### src/design/free_running_timer_16bit_x3_defines.svh
// Assertion macros for the free-running timer block.
// Assertions compile out when ASSERT_OFF is defined.
`ifndef FREE_RUNNING_TIMER_16BIT_X3_DEFINES_SVH
`define FREE_RUNNING_TIMER_16BIT_X3_DEFINES_SVH

`ifndef ASSERT_OFF

// Whenever ante holds at a clock edge, cons must hold at the same edge.
`define ASSERT_IMPLY(label, ante, cons, msg) \
	label: assert property (@(posedge clk) disable iff (!arst_n) (ante) |-> (cons)) \
		else $error(msg);

// cond must never hold at a clock edge.
`define ASSERT_NEVER(label, cond, msg) \
	label: assert property (@(posedge clk) disable iff (!arst_n) !(cond)) \
		else $error(msg);

`else

`define ASSERT_IMPLY(label, ante, cons, msg)
`define ASSERT_NEVER(label, cond, msg)

`endif

`endif

### src/design/frt_pkg.sv
package frt_pkg;

	localparam int NUM_CH  = 3;
	localparam int IRQ_W   = 3;
	localparam int NUM_FLAGS = 3;    // overflow, compare A, compare B
	localparam int PADDR_W = 3;

	typedef enum logic [1:0] {
		OP_WRITE = 2'd0,
		OP_READ  = 2'd1,
		OP_TICK  = 2'd2,
		OP_NOP   = 2'd3
	} opcode_t;

	// register offsets within a channel
	localparam logic [3:0] OFF_TCR       = 4'h0;
	localparam logic [3:0] OFF_TCSR      = 4'h1;
	localparam logic [3:0] OFF_LAST_WIDE = 4'h9;

	// offset[3:1] of the 16-bit registers
	localparam logic [2:0] WIDE_FRC  = 3'd1;
	localparam logic [2:0] WIDE_OCRA = 3'd2;
	localparam logic [2:0] WIDE_OCRB = 3'd3;

	// TCR clock select
	localparam logic [1:0] RATE_DIV4  = 2'd0;
	localparam logic [1:0] RATE_DIV8  = 2'd1;
	localparam logic [1:0] RATE_DIV32 = 2'd2;
	localparam logic [1:0] RATE_EXT   = 2'd3;

	localparam logic [4:0] MASK_DIV2  = 5'd1;
	localparam logic [4:0] MASK_DIV4  = 5'd3;
	localparam logic [4:0] MASK_DIV8  = 5'd7;
	localparam logic [4:0] MASK_DIV32 = 5'd31;

	localparam int FLAG_LSB = 4;     // flags and enables start at bit 4
	localparam int CCLR_BIT = 0;     // TCSR: clear counter on compare A

	localparam logic [7:0] RD_UNMAPPED = 8'hFF;

	localparam logic [PADDR_W-1:0] CFG_ADDR_EXT_DIV4 = 3'd0;

endpackage

### src/design/free_running_timer_16bit_x3.sv
// Three 16-bit free-running timer channels with byte-wide register access.
// Requests pass through an input register, then the result register.
// Throughput: one request per cycle while out_ready holds; all channels update in parallel in a single pass.
// Reset (arst_n, async, active low): all timer state, latch, prescaler, request lines and ext_div4 clear;
// the pipeline empties; the IRQ output registers are not reset. No clearing pass is needed.
`include "free_running_timer_16bit_x3_defines.svh"

module free_running_timer_16bit_x3
	import frt_pkg::*;
(
	input  logic               clk,
	input  logic               arst_n,

	// request channel
	input  logic               in_valid,
	output logic               in_ready,
	input  logic [1:0]         opcode,
	input  logic [7:0]         address,
	input  logic [7:0]         write_data,

	// result channel
	output logic               out_valid,
	input  logic               out_ready,
	output logic [7:0]         read_data,
	output logic [IRQ_W-1:0]   ovf_irq,
	output logic [IRQ_W-1:0]   cmpa_irq,
	output logic [IRQ_W-1:0]   cmpb_irq,

	// configuration port
	input  logic               psel,
	input  logic               penable,
	input  logic               pwrite,
	input  logic [PADDR_W-1:0] paddr,
	input  logic [31:0]        pwdata,
	output logic [31:0]        prdata,
	output logic               pready
);

	// ------------------------------------------------------------------
	// Configuration: a single bit selecting /4 (1) or /2 (0) for
	// channels in external clock mode.
	// ------------------------------------------------------------------
	logic ext_div4_q;

	assign pready = 1'b1;

	always_ff @(posedge clk or negedge arst_n) begin
		if (!arst_n) begin
			ext_div4_q <= 1'b0;
		end else if (psel && penable && pwrite && pready) begin
			if (paddr[PADDR_W-1] == CFG_ADDR_EXT_DIV4[PADDR_W-1]) begin
				ext_div4_q <= pwdata[0];
			end
		end
	end

	always_comb begin
		prdata = '0;
		if (paddr[PADDR_W-1] == CFG_ADDR_EXT_DIV4[PADDR_W-1]) begin
			prdata[0] = ext_div4_q;
		end
	end

	// ------------------------------------------------------------------
	// Pipeline control. Stage 1 holds the request; the whole update
	// happens as it moves into the result register, so the next request
	// in stage 1 already sees the new state.
	// ------------------------------------------------------------------
	logic      v_s1;
	opcode_t   op_s1;
	logic [7:0] addr_s1;
	logic [7:0] wdata_s1;
	logic      adv;

	assign adv      = v_s1 && (!out_valid || out_ready);
	assign in_ready = !v_s1 || adv;

	always_ff @(posedge clk or negedge arst_n) begin
		if (!arst_n) begin
			v_s1 <= 1'b0;
		end else if (in_valid && in_ready) begin
			v_s1 <= 1'b1;
		end else if (adv) begin
			v_s1 <= 1'b0;
		end
	end

	always_ff @(posedge clk) begin
		if (in_valid && in_ready) begin
			op_s1    <= opcode_t'(opcode);
			addr_s1  <= address;
			wdata_s1 <= write_data;
		end
	end

	// ------------------------------------------------------------------
	// Timer state. Requests are kept flag-major: req[0] overflow,
	// req[1] compare A, req[2] compare B, one bit per channel.
	// seen_q bit k marks flag k as read while set, which arms the
	// clear-by-writing-zero.
	// ------------------------------------------------------------------
	logic [NUM_CH-1:0][7:0]               ctrl_q,   ctrl_d;
	logic [NUM_CH-1:0][7:0]               status_q, status_d;
	logic [NUM_CH-1:0][NUM_FLAGS-1:0]     seen_q,   seen_d;
	logic [NUM_CH-1:0][15:0]              cnt_q,    cnt_d;
	logic [NUM_CH-1:0][15:0]              ocra_q,   ocra_d;
	logic [NUM_CH-1:0][15:0]              ocrb_q,   ocrb_d;
	logic [NUM_CH-1:0][15:0]              icr_q,    icr_d;
	logic [7:0]                           latch_q,  latch_d;
	logic [4:0]                           presc_q,  presc_d;
	logic [NUM_FLAGS-1:0][NUM_CH-1:0]     req_q,    req_d;
	logic [7:0]                           rdata_d;

	logic [7:0] rdata_q;
	logic [NUM_FLAGS-1:0][IRQ_W-1:0] irq_q;
	logic out_valid_q;

	always_comb begin
		logic [3:0]  off;
		logic        hit;
		logic [15:0] wv;
		logic [4:0]  mask;
		logic [16:0] nxt;
		logic        ma;
		logic        mb;
		logic [7:0]  st;

		ctrl_d   = ctrl_q;
		status_d = status_q;
		seen_d   = seen_q;
		cnt_d    = cnt_q;
		ocra_d   = ocra_q;
		ocrb_d   = ocrb_q;
		icr_d    = icr_q;
		latch_d  = latch_q;
		presc_d  = presc_q;
		req_d    = req_q;
		rdata_d  = '0;
		off      = addr_s1[3:0];
		wv       = '0;
		mask     = MASK_DIV4;
		nxt      = '0;
		ma       = 1'b0;
		mb       = 1'b0;
		st       = '0;
		hit      = 1'b0;

		unique case (op_s1)
			OP_WRITE: begin
				for (int i = 0; i < NUM_CH; i++) begin
					hit = (addr_s1[7:4] == 4'(i + 1));
					if (hit) begin
						if (off == OFF_TCR) begin
							ctrl_d[i] = wdata_s1;
						end else if (off == OFF_TCSR) begin
							// low nibble is software-owned; flags only clear after a read
							status_d[i] = {status_q[i][7:4], wdata_s1[3:0]};
							for (int k = 0; k < NUM_FLAGS; k++) begin
								if (!wdata_s1[FLAG_LSB+k] && seen_q[i][k]) begin
									status_d[i][FLAG_LSB+k] = 1'b0;
									seen_d[i][k]            = 1'b0;
									req_d[k][i]             = 1'b0;
								end
							end
						end else if (off <= OFF_LAST_WIDE) begin
							if (!off[0]) begin
								latch_d = wdata_s1;
							end else begin
								unique case (off[3:1])
									WIDE_FRC:  cnt_d[i]  = {latch_q, wdata_s1};
									WIDE_OCRA: ocra_d[i] = {latch_q, wdata_s1};
									WIDE_OCRB: ocrb_d[i] = {latch_q, wdata_s1};
									default:   icr_d[i]  = {latch_q, wdata_s1};
								endcase
							end
						end
					end
				end
			end

			OP_READ: begin
				rdata_d = RD_UNMAPPED;
				for (int i = 0; i < NUM_CH; i++) begin
					hit = (addr_s1[7:4] == 4'(i + 1));
					if (hit) begin
						if (off == OFF_TCR) begin
							rdata_d = ctrl_q[i];
						end else if (off == OFF_TCSR) begin
							seen_d[i] = seen_q[i] | status_q[i][FLAG_LSB +: NUM_FLAGS];
							rdata_d   = status_q[i];
						end else if (off <= OFF_LAST_WIDE) begin
							if (!off[0]) begin
								unique case (off[3:1])
									WIDE_FRC:  wv = cnt_q[i];
									WIDE_OCRA: wv = ocra_q[i];
									WIDE_OCRB: wv = ocrb_q[i];
									default:   wv = icr_q[i];
								endcase
								latch_d = wv[7:0];
								rdata_d = wv[15:8];
							end else begin
								rdata_d = latch_q;
							end
						end
					end
				end
			end

			OP_TICK: begin
				for (int i = 0; i < NUM_CH; i++) begin
					unique case (ctrl_q[i][1:0])
						RATE_DIV4:  mask = MASK_DIV4;
						RATE_DIV8:  mask = MASK_DIV8;
						RATE_DIV32: mask = MASK_DIV32;
						RATE_EXT:   mask = ext_div4_q ? MASK_DIV4 : MASK_DIV2;
					endcase
					if ((presc_q & mask) == '0) begin
						ma = (cnt_q[i] == ocra_q[i]);
						mb = (cnt_q[i] == ocrb_q[i]);
						if (status_q[i][CCLR_BIT] && ma) begin
							nxt = '0;
						end else begin
							nxt = {1'b0, cnt_q[i]} + 17'd1;
						end
						st = status_q[i];
						if (nxt[16]) st[FLAG_LSB]   = 1'b1;
						if (ma)      st[FLAG_LSB+1] = 1'b1;
						if (mb)      st[FLAG_LSB+2] = 1'b1;
						cnt_d[i]    = nxt[15:0];
						status_d[i] = st;
						for (int k = 0; k < NUM_FLAGS; k++) begin
							if (ctrl_q[i][FLAG_LSB+k] && st[FLAG_LSB+k]) begin
								req_d[k][i] = 1'b1;
							end
						end
					end
				end
				presc_d = presc_q + 5'd1;
			end

			OP_NOP: begin
			end
		endcase
	end

	always_ff @(posedge clk or negedge arst_n) begin
		if (!arst_n) begin
			ctrl_q   <= '0;
			status_q <= '0;
			seen_q   <= '0;
			cnt_q    <= '0;
			ocra_q   <= '0;
			ocrb_q   <= '0;
			icr_q    <= '0;
			latch_q  <= '0;
			presc_q  <= '0;
			req_q    <= '0;
		end else if (adv) begin
			ctrl_q   <= ctrl_d;
			status_q <= status_d;
			seen_q   <= seen_d;
			cnt_q    <= cnt_d;
			ocra_q   <= ocra_d;
			ocrb_q   <= ocrb_d;
			icr_q    <= icr_d;
			latch_q  <= latch_d;
			presc_q  <= presc_d;
			req_q    <= req_d;
		end
	end

	// ------------------------------------------------------------------
	// Result register: read byte plus the request lines after the update.
	// Only the low IRQ_W channels reach the outputs.
	// ------------------------------------------------------------------
	always_ff @(posedge clk or negedge arst_n) begin
		if (!arst_n) begin
			out_valid_q <= 1'b0;
		end else if (adv) begin
			out_valid_q <= 1'b1;
		end else if (out_ready) begin
			out_valid_q <= 1'b0;
		end
	end

	always_ff @(posedge clk) begin
		if (adv) begin
			rdata_q <= rdata_d;
			for (int k = 0; k < NUM_FLAGS; k++) begin
				irq_q[k] <= IRQ_W'(req_d[k]);
			end
		end
	end

	assign out_valid = out_valid_q;
	assign read_data = rdata_q;
	assign ovf_irq   = irq_q[0];
	assign cmpa_irq  = irq_q[1];
	assign cmpb_irq  = irq_q[2];

	// ------------------------------------------------------------------
	// Checks
	// ------------------------------------------------------------------
	logic [NUM_FLAGS-1:0][NUM_CH-1:0] flag_v;
	logic [NUM_FLAGS-1:0][NUM_CH-1:0] seen_v;

	always_comb begin
		for (int k = 0; k < NUM_FLAGS; k++) begin
			for (int i = 0; i < NUM_CH; i++) begin
				flag_v[k][i] = status_q[i][FLAG_LSB+k];
				seen_v[k][i] = seen_q[i][k];
			end
		end
	end

	// a request line only ever rises as a tick is applied
	`ASSERT_IMPLY(a_req_rise_on_tick, |(req_q & ~$past(req_q)), $past(adv && op_s1 == OP_TICK), "request rose outside a tick")
	// the prescaler only moves on ticks
	`ASSERT_IMPLY(a_presc_on_tick, presc_q != $past(presc_q), $past(adv && op_s1 == OP_TICK), "prescaler moved outside a tick")
	// a pending request or an armed clear needs its flag still set
	`ASSERT_NEVER(a_req_without_flag, |((req_q | seen_v) & ~flag_v), "request or read mark without flag")

endmodule
### config.mk
export PLATFORM = sky130hd
export DESIGN_NAME = free_running_timer_16bit_x3
export DESIGN_NICKNAME = d
export VERILOG_FILES = /design/src/design/frt_pkg.sv /design/src/design/free_running_timer_16bit_x3.sv
export VERILOG_INCLUDE_DIRS = /design/src /design/src/design
export SDC_FILE = /design/constraint.sdc
export NUM_CORES = 1
export LEC_CHECK = 0
export ABC_AREA = 1
export BUFFER_PORTS_ARGS = -buffer_cell sky130_fd_sc_hd__buf_4
export CAP_MARGIN = 20
export CORE_MARGIN = 2
export CORE_UTILIZATION = 60
export CTS_CLUSTER_SIZE = 40
export DETAILED_ROUTE_END_ITERATION = 7
export HOLD_SLACK_MARGIN = 0.08
export MAX_ROUTING_LAYER = met4
export PLACE_DENSITY_LB_ADDON = 0.08
export SLEW_MARGIN = 20
export SYNTH_ARGS = -nofsm -noshare
export SYNTH_HDL_FRONTEND = slang
export SYNTH_SLANG_ARGS = --single-unit
### constraint.sdc
create_clock -name clk -period 3.57 [get_ports clk]
set_clock_uncertainty 0.05 [all_clocks]
set_input_delay 1.071 -clock clk [delete_from_list [all_inputs] [get_ports clk]]
set_output_delay 1.071 -clock clk [all_outputs]
set_load 0.02 [all_outputs]
After elaboration in Yosys (flattened, before gate mapping)
Cells that the tools add are included.

Flip-flop bits (word level): 306. Bits of input ports: 60. Output and inout bits: 52.

$add $sub $neg: 4. Order comparisons: 1. Equality and inequality tests: 50. Mux-type cells: 205. Bitwise operators: 11. Reductions and logical operators: 84.

Operators by type and width (number): $mux W8 (45); $mux W16 (11); $mux W17 (9); $pmux W16 S3 (3); $reduce_and A9 Y1 (12); $eq A16 B16 Y1 (6); $pmux W48 S2 (1); $mux W1 (95); $mux W7 (12); $reduce_and A8 Y1 (9); $reduce_and A7 Y1 (9); $pmux W5 S4 (3); $mux W3 (18); $ne A2 B2 Y1 const B (26); $add A16 B1 Y17 const B (3); $pmux W23 S2 (1); $pmux W9 S2 (2); $logic_and A1 B1 Y1 (25); $reduce_and A6 Y1 (3); $pmux W8 S2 (1); $and A5 B5 Y5 (3); $logic_not A5 Y1 (3); $mux W5 (3); $eq A2 B2 Y1 const B (7); other kinds (18) (45).

Logic depth before layout (Yosys ltp)
Word-level depth: 18. Gate-level depth with buffers: 16. Depth with buffers taken out: 16.

Worst setup path after synthesis
OpenSTA, ideal clock, no wires.

Path kind: in2reg. From: input out_ready. To: register irq_q (netlist bit cmpa_irq[0]), enable pin. Library setup time: 0.388 ns. Data arrival time: 2.131 ns. Path slack: 1.001 ns. Stages: 5. Path buffers: 1. Cells stage by stage: inv_1 > nand2_1 > nand2_1 > inv_2 > clkbuf_1.

Longest elaborated chain between the ends: 2.

RTL lines: start, declared (line free_running_timer_16bit_x3.sv:23) `input logic out_ready,`; $logic_or A1 B1 Y1 (line free_running_timer_16bit_x3.sv:75) `assign adv = v_s1 && (!out_valid || out_ready);`; $logic_and A1 B1 Y1 (line free_running_timer_16bit_x3.sv:75); net adv (line free_running_timer_16bit_x3.sv:73) `logic adv;`; end signal, assigned by index (line free_running_timer_16bit_x3.sv:290) `irq_q[k] <= IRQ_W'(req_d[k]);`; end, declared (line free_running_timer_16bit_x3.sv:115) `logic [NUM_FLAGS-1:0][IRQ_W-1:0] irq_q;`.

The timed path passes the listed nets, and every way through them passes these cells. A chain may end at the register's enable or synchronous reset.

Worst setup path after layout
From: register addr_s1[1]. To: register rdata_q[5], in the netlist read_data[5] (data pin).

Longest elaborated chain between the ends: 15. Elaborated cells between the ends (all ways): 24. Classes of those cells: order compare (1); eq/ne (4); mux (18); reduce/logical (1).

RTL lines: start, declared (line free_running_timer_16bit_x3.sv:71) `logic [7:0] addr_s1;`; start signal, assigned (line free_running_timer_16bit_x3.sv:91) `addr_s1 <= address;`; $eq A3 B2 Y1 or $eq A3 B1 Y1 (tied branches) (line free_running_timer_16bit_x3.sv:193) `unique case (off[3:1])`; $pmux W16 S3 (line free_running_timer_16bit_x3.sv:193); $mux W8 (line free_running_timer_16bit_x3.sv:192) `if (!off[0]) begin`; $mux W8 (line free_running_timer_16bit_x3.sv:191) `end else if (off <= OFF_LAST_WIDE) begin`; $mux W8 (line free_running_timer_16bit_x3.sv:188) `end else if (off == OFF_TCSR) begin`; $mux W8 (line free_running_timer_16bit_x3.sv:186) `if (off == OFF_TCR) begin`; $mux W8 (line free_running_timer_16bit_x3.sv:185) `if (hit) begin`; $mux W8 (line free_running_timer_16bit_x3.sv:191); $mux W8 (line free_running_timer_16bit_x3.sv:188); $mux W8 (line free_running_timer_16bit_x3.sv:186); $mux W8 (line free_running_timer_16bit_x3.sv:185); $mux W8 (line free_running_timer_16bit_x3.sv:191); $mux W8 (line free_running_timer_16bit_x3.sv:188); $mux W8 (line free_running_timer_16bit_x3.sv:186); $mux W8 (*) (line free_running_timer_16bit_x3.sv:185); end signal, assigned (line free_running_timer_16bit_x3.sv:288) `rdata_q <= rdata_d;`; end, declared (line free_running_timer_16bit_x3.sv:114) `logic [7:0] rdata_q;`.

Mark *: on every way between the ends. The rest lies on a longest branch, timed or not.

==> results.sh <==
export IMPL_synthFlopType="dfrtp_1"
export IMPL_syn2layout_area_growth_pct=9.09
export IMPL_port_buffers=46
export IMPL_synthTopCellsByArea="dfrtp_1 38%, nand2_1 14%, o21ai_0 7.0%"
export IMPL_synthXorXnorAreaFrac=0.0488
export IMPL_cts_buffers=35
export IMPL_cts_htree_levels=2
export IMPL_fmax_ghz=0.319
export IMPL_hp_class="flip-flop to flip-flop"
export IMPL_grt_max_degree=67
export IMPL_synth_area_mux_share=0.00120
export IMPL_slew_violations=0
export IMPL_drtPass1Iterations=6
export IMPL_core_mm2=0.0289
export IMPL_grtUsageTotal=0.401
export IMPL_drive_gt1_frac=0.0898
export IMPL_nets=2401
export IMPL_detail_route_antenna_nets=0
export IMPL_placed_cells=2672
export IMPL_synth_most_common_cell="nand2_1"
export IMPL_die_y_um=176
export IMPL_status="complete, no violations"
export IMPL_final_cells=2735
export IMPL_dp_hpwl_um=42500
export IMPL_yosys_area_share_simple=0.264
export IMPL_arrival_ps=3310
export IMPL_ys_seq_area_frac=0.441
export IMPL_globalplace_congestion=1.03
export IMPL_p_leak_nw=8.80
export IMPL_synth_seq_cells=306
export IMPL_finalInstanceArea_mm2=0.0194
export IMPL_grt_pass1_vias=15500
export IMPL_overflow=0
export IMPL_cts_tree="done"
export IMPL_ctsLongestPathBuffers=3
export IMPL_cp_num_buf_inv=2
export IMPL_vias_per_cell=6.07
export IMPL_die_x_um=176
export IMPL_ys_types=61
export IMPL_powerDensity_mw_per_mm2=606
export IMPL_cp_cell_sequence="inv_4 -> nand2_2 -> nand2_1 -> buf_12 -> a21oi_1 -> nand3_1 -> nand2_1 -> nand2_1 -> nand2_1 -> nand2_1 -> nand3_1 -> nand2_1 -> nand2_1 -> a21oi_1"
export IMPL_path_delay_family="simple AND/OR/NAND/NOR gates"
export IMPL_nFillCells=2504
export IMPL_synthCells=2323
export IMPL_setup_viol=0
export IMPL_finalSetupTns_ps=0
export IMPL_cts_resized=0
export IMPL_cap_violations=0
export IMPL_clk_latency_ps=530
export IMPL_worst_setup_path_end_kind="flip-flop"
export IMPL_final_hold_viol_count=0
export IMPL_detail_route_wl_per_cell_um=21.7
export IMPL_synth_top_area_share=0.382
export IMPL_ys_async_sr_fraction=0.886
export IMPL_required_ps=3750
export IMPL_crit_fanout=37
export IMPL_startpoint_type="flip-flop"
export IMPL_start_util=0.614
export IMPL_synth_edff_count=35
export IMPL_drt_iter0_markers=2318
export IMPL_row_count=62
export IMPL_cts_sinks=306
export IMPL_boundaryPins=112
export IMPL_relSlewSlack=0.377
export IMPL_synthTopCellsByCount="663 x nand2_1, 271 x dfrtp_1, 250 x o21ai_0"
export IMPL_yosysTopAreaCell="dfrtp_1"
export IMPL_dieArea_mm2=0.0310
export IMPL_antenna_found_initial=1
export IMPL_synth_adder_area_share=0.0113
export IMPL_worst_slew_pin_slew_ps=934
export IMPL_netlist_area_mm2=0.0178
export IMPL_crit_path_max_incr_delay_ps=770
export IMPL_grt_pass1_wl_um=91400
export IMPL_whs_ps=432
export IMPL_root_buffer="clkbuf_16"
export IMPL_yosys_warnings=0
export IMPL_rsz0062_at_grt="false"
export IMPL_dr_total_vias=16600
export IMPL_fin_crit_sh=0.879
export IMPL_cpMaxStageDelayCell="edfxtp_1"
export IMPL_placed_cell_area_mm2=0.0182
export IMPL_cts_clk_slew_worst_paths_ps=60
export IMPL_path_common_cell="nand2_1"
export IMPL_path_class="flip-flop to flip-flop"
export IMPL_postRouteWirelength_um=59300
export IMPL_synth_top_family_by_area="simple AND/OR/NAND/NOR gates"
export IMPL_drc=0
export IMPL_avgSynthCellArea_um2=7.65
export IMPL_synth_compound_area_frac=0.147
export IMPL_peakVddDrop_mv=0.415
export IMPL_cts_hold_buf=0
export IMPL_min_period_ps=3140
export IMPL_power_total_mw=11.8
export IMPL_post_cts_setup_buffers=0
## cell type report
type,count,area (um2),share of cell area
diodes,2,5.00,0.000258
clock buffers,49,1000,0.0517
clock inverters,12,126,0.00652
inverters,179,679,0.0351
multi-input cells,1712,8500,0.439
flip-flops and latches,306,7830,0.404
well taps,384,480,0.0248
repair buffers,91,753,0.0389
## worst reg2reg max path, stage by stage, from the launching register on
cell and delay [ps]:
edfxtp_1 770, inv_4 270, nand2_2 320, nand2_1 170, buf_12 220, a21oi_1 150, nand3_1 170, nand2_1 200
nand2_1 70, nand2_1 60, nand2_1 60, nand3_1 60, nand2_1 80, nand2_1 80, a21oi_1 80
## where the power goes
part | total [mW] | switching [mW] | internal, mW | leakage [nW]
combinational | 3.28 | 2.16 | 1.13 | 4.32
clock | 3.63 | 1.47 | 2.16 | 0.549
sequential | 4.84 | 0.802 | 4.04 | 3.93
total | 11.8 | 4.42 | 7.33 | 8.80
## stage by stage
| stage | setup slack (ps) | utilization |
|---|---|---|
| 6_report | 433 | 0.670 |
| 5_1_grt | 379 | 0.670 |
| 4_1_cts | 542 | 0.670 |
| 3_5_place_dp | 446 | 0.631 |
| 3_3_place_gp | 485 | 0.631 |
| 2_1_floorplan | 1000 | - |
## path summary, 6_finish.rpt
check                            from      endpoint  slack [ps]  cells after the start
setup / recovery           addr_s1[1]  read_data[5]         430                     14
hold / removal             presc_q[4]    presc_q[4]         430                      1
setup reg to reg           addr_s1[1]  read_data[5]         430                     14
hold reg to reg            presc_q[4]    presc_q[4]         430                      1
max in group asynchronous      arst_n    ocra_q[15]        2160                      2
min in group asynchronous      arst_n     cnt_q[14]         460                      1
## state kept, by name, summed over array words and instances (netlist names), 5 cells and up
register / count
cnt_q: 48
icr_q: 48
ocra_q: 48
ocrb_q: 48
ctrl_q: 24
status_q: 12
flag_v: 9
req_q: 9
seen_q: 9
addr_s1: 8
latch_q: 8
read_data: 8
wdata_s1: 8
presc_q: 5
## kinds of logic (layout without fill, tap and decap cells)
family          count (synthesis)  after routing
compound gates                466            466
xor+xnor                       99             99
fa+ha+maj                      16             16
buf+inv                       335            331
flops                         306            306
mux                             2              2
other cells                     2             34
simple gates                 1097           1097
## metal layers
| layer | track usage | up-vias | wire length, um |
|---|---|---|---|
| met5 | - | - | 0 |
| met4 | 0.176 | 0 | 2780 |
| met3 | 0.0769 | 163 | 6570 |
| met2 | 0.573 | 981 | 25700 |
| met1 | 0.557 | 7926 | 24300 |
| li1 | - | 7545 | - |
## cell usage in the layout (no fill, tap or decap), drive strengths merged, types with 4 or more instances in the layout
cell,Yosys,routed
xnor2,73,73
a31oi,7,7
o211ai,16,16
dfrtp,271,271
xor2,26,26
nor2,224,224
or2,4,4
buf,93,91
a21oi,103,103
conb,2,32
o31ai,6,6
a21boi,5,5
nand2,675,675
o21bai,5,5
clkinv,1,10
nand3,113,113
a22oi,24,24
inv,178,178
o2111ai,9,9
nand4,52,52
clkbuf,63,49
ha,16,16
o221ai,4,4
edfxtp,35,35
o21ai,271,271
a211oi,6,6
nor3,18,18
(Power assumes the default switching activity.)
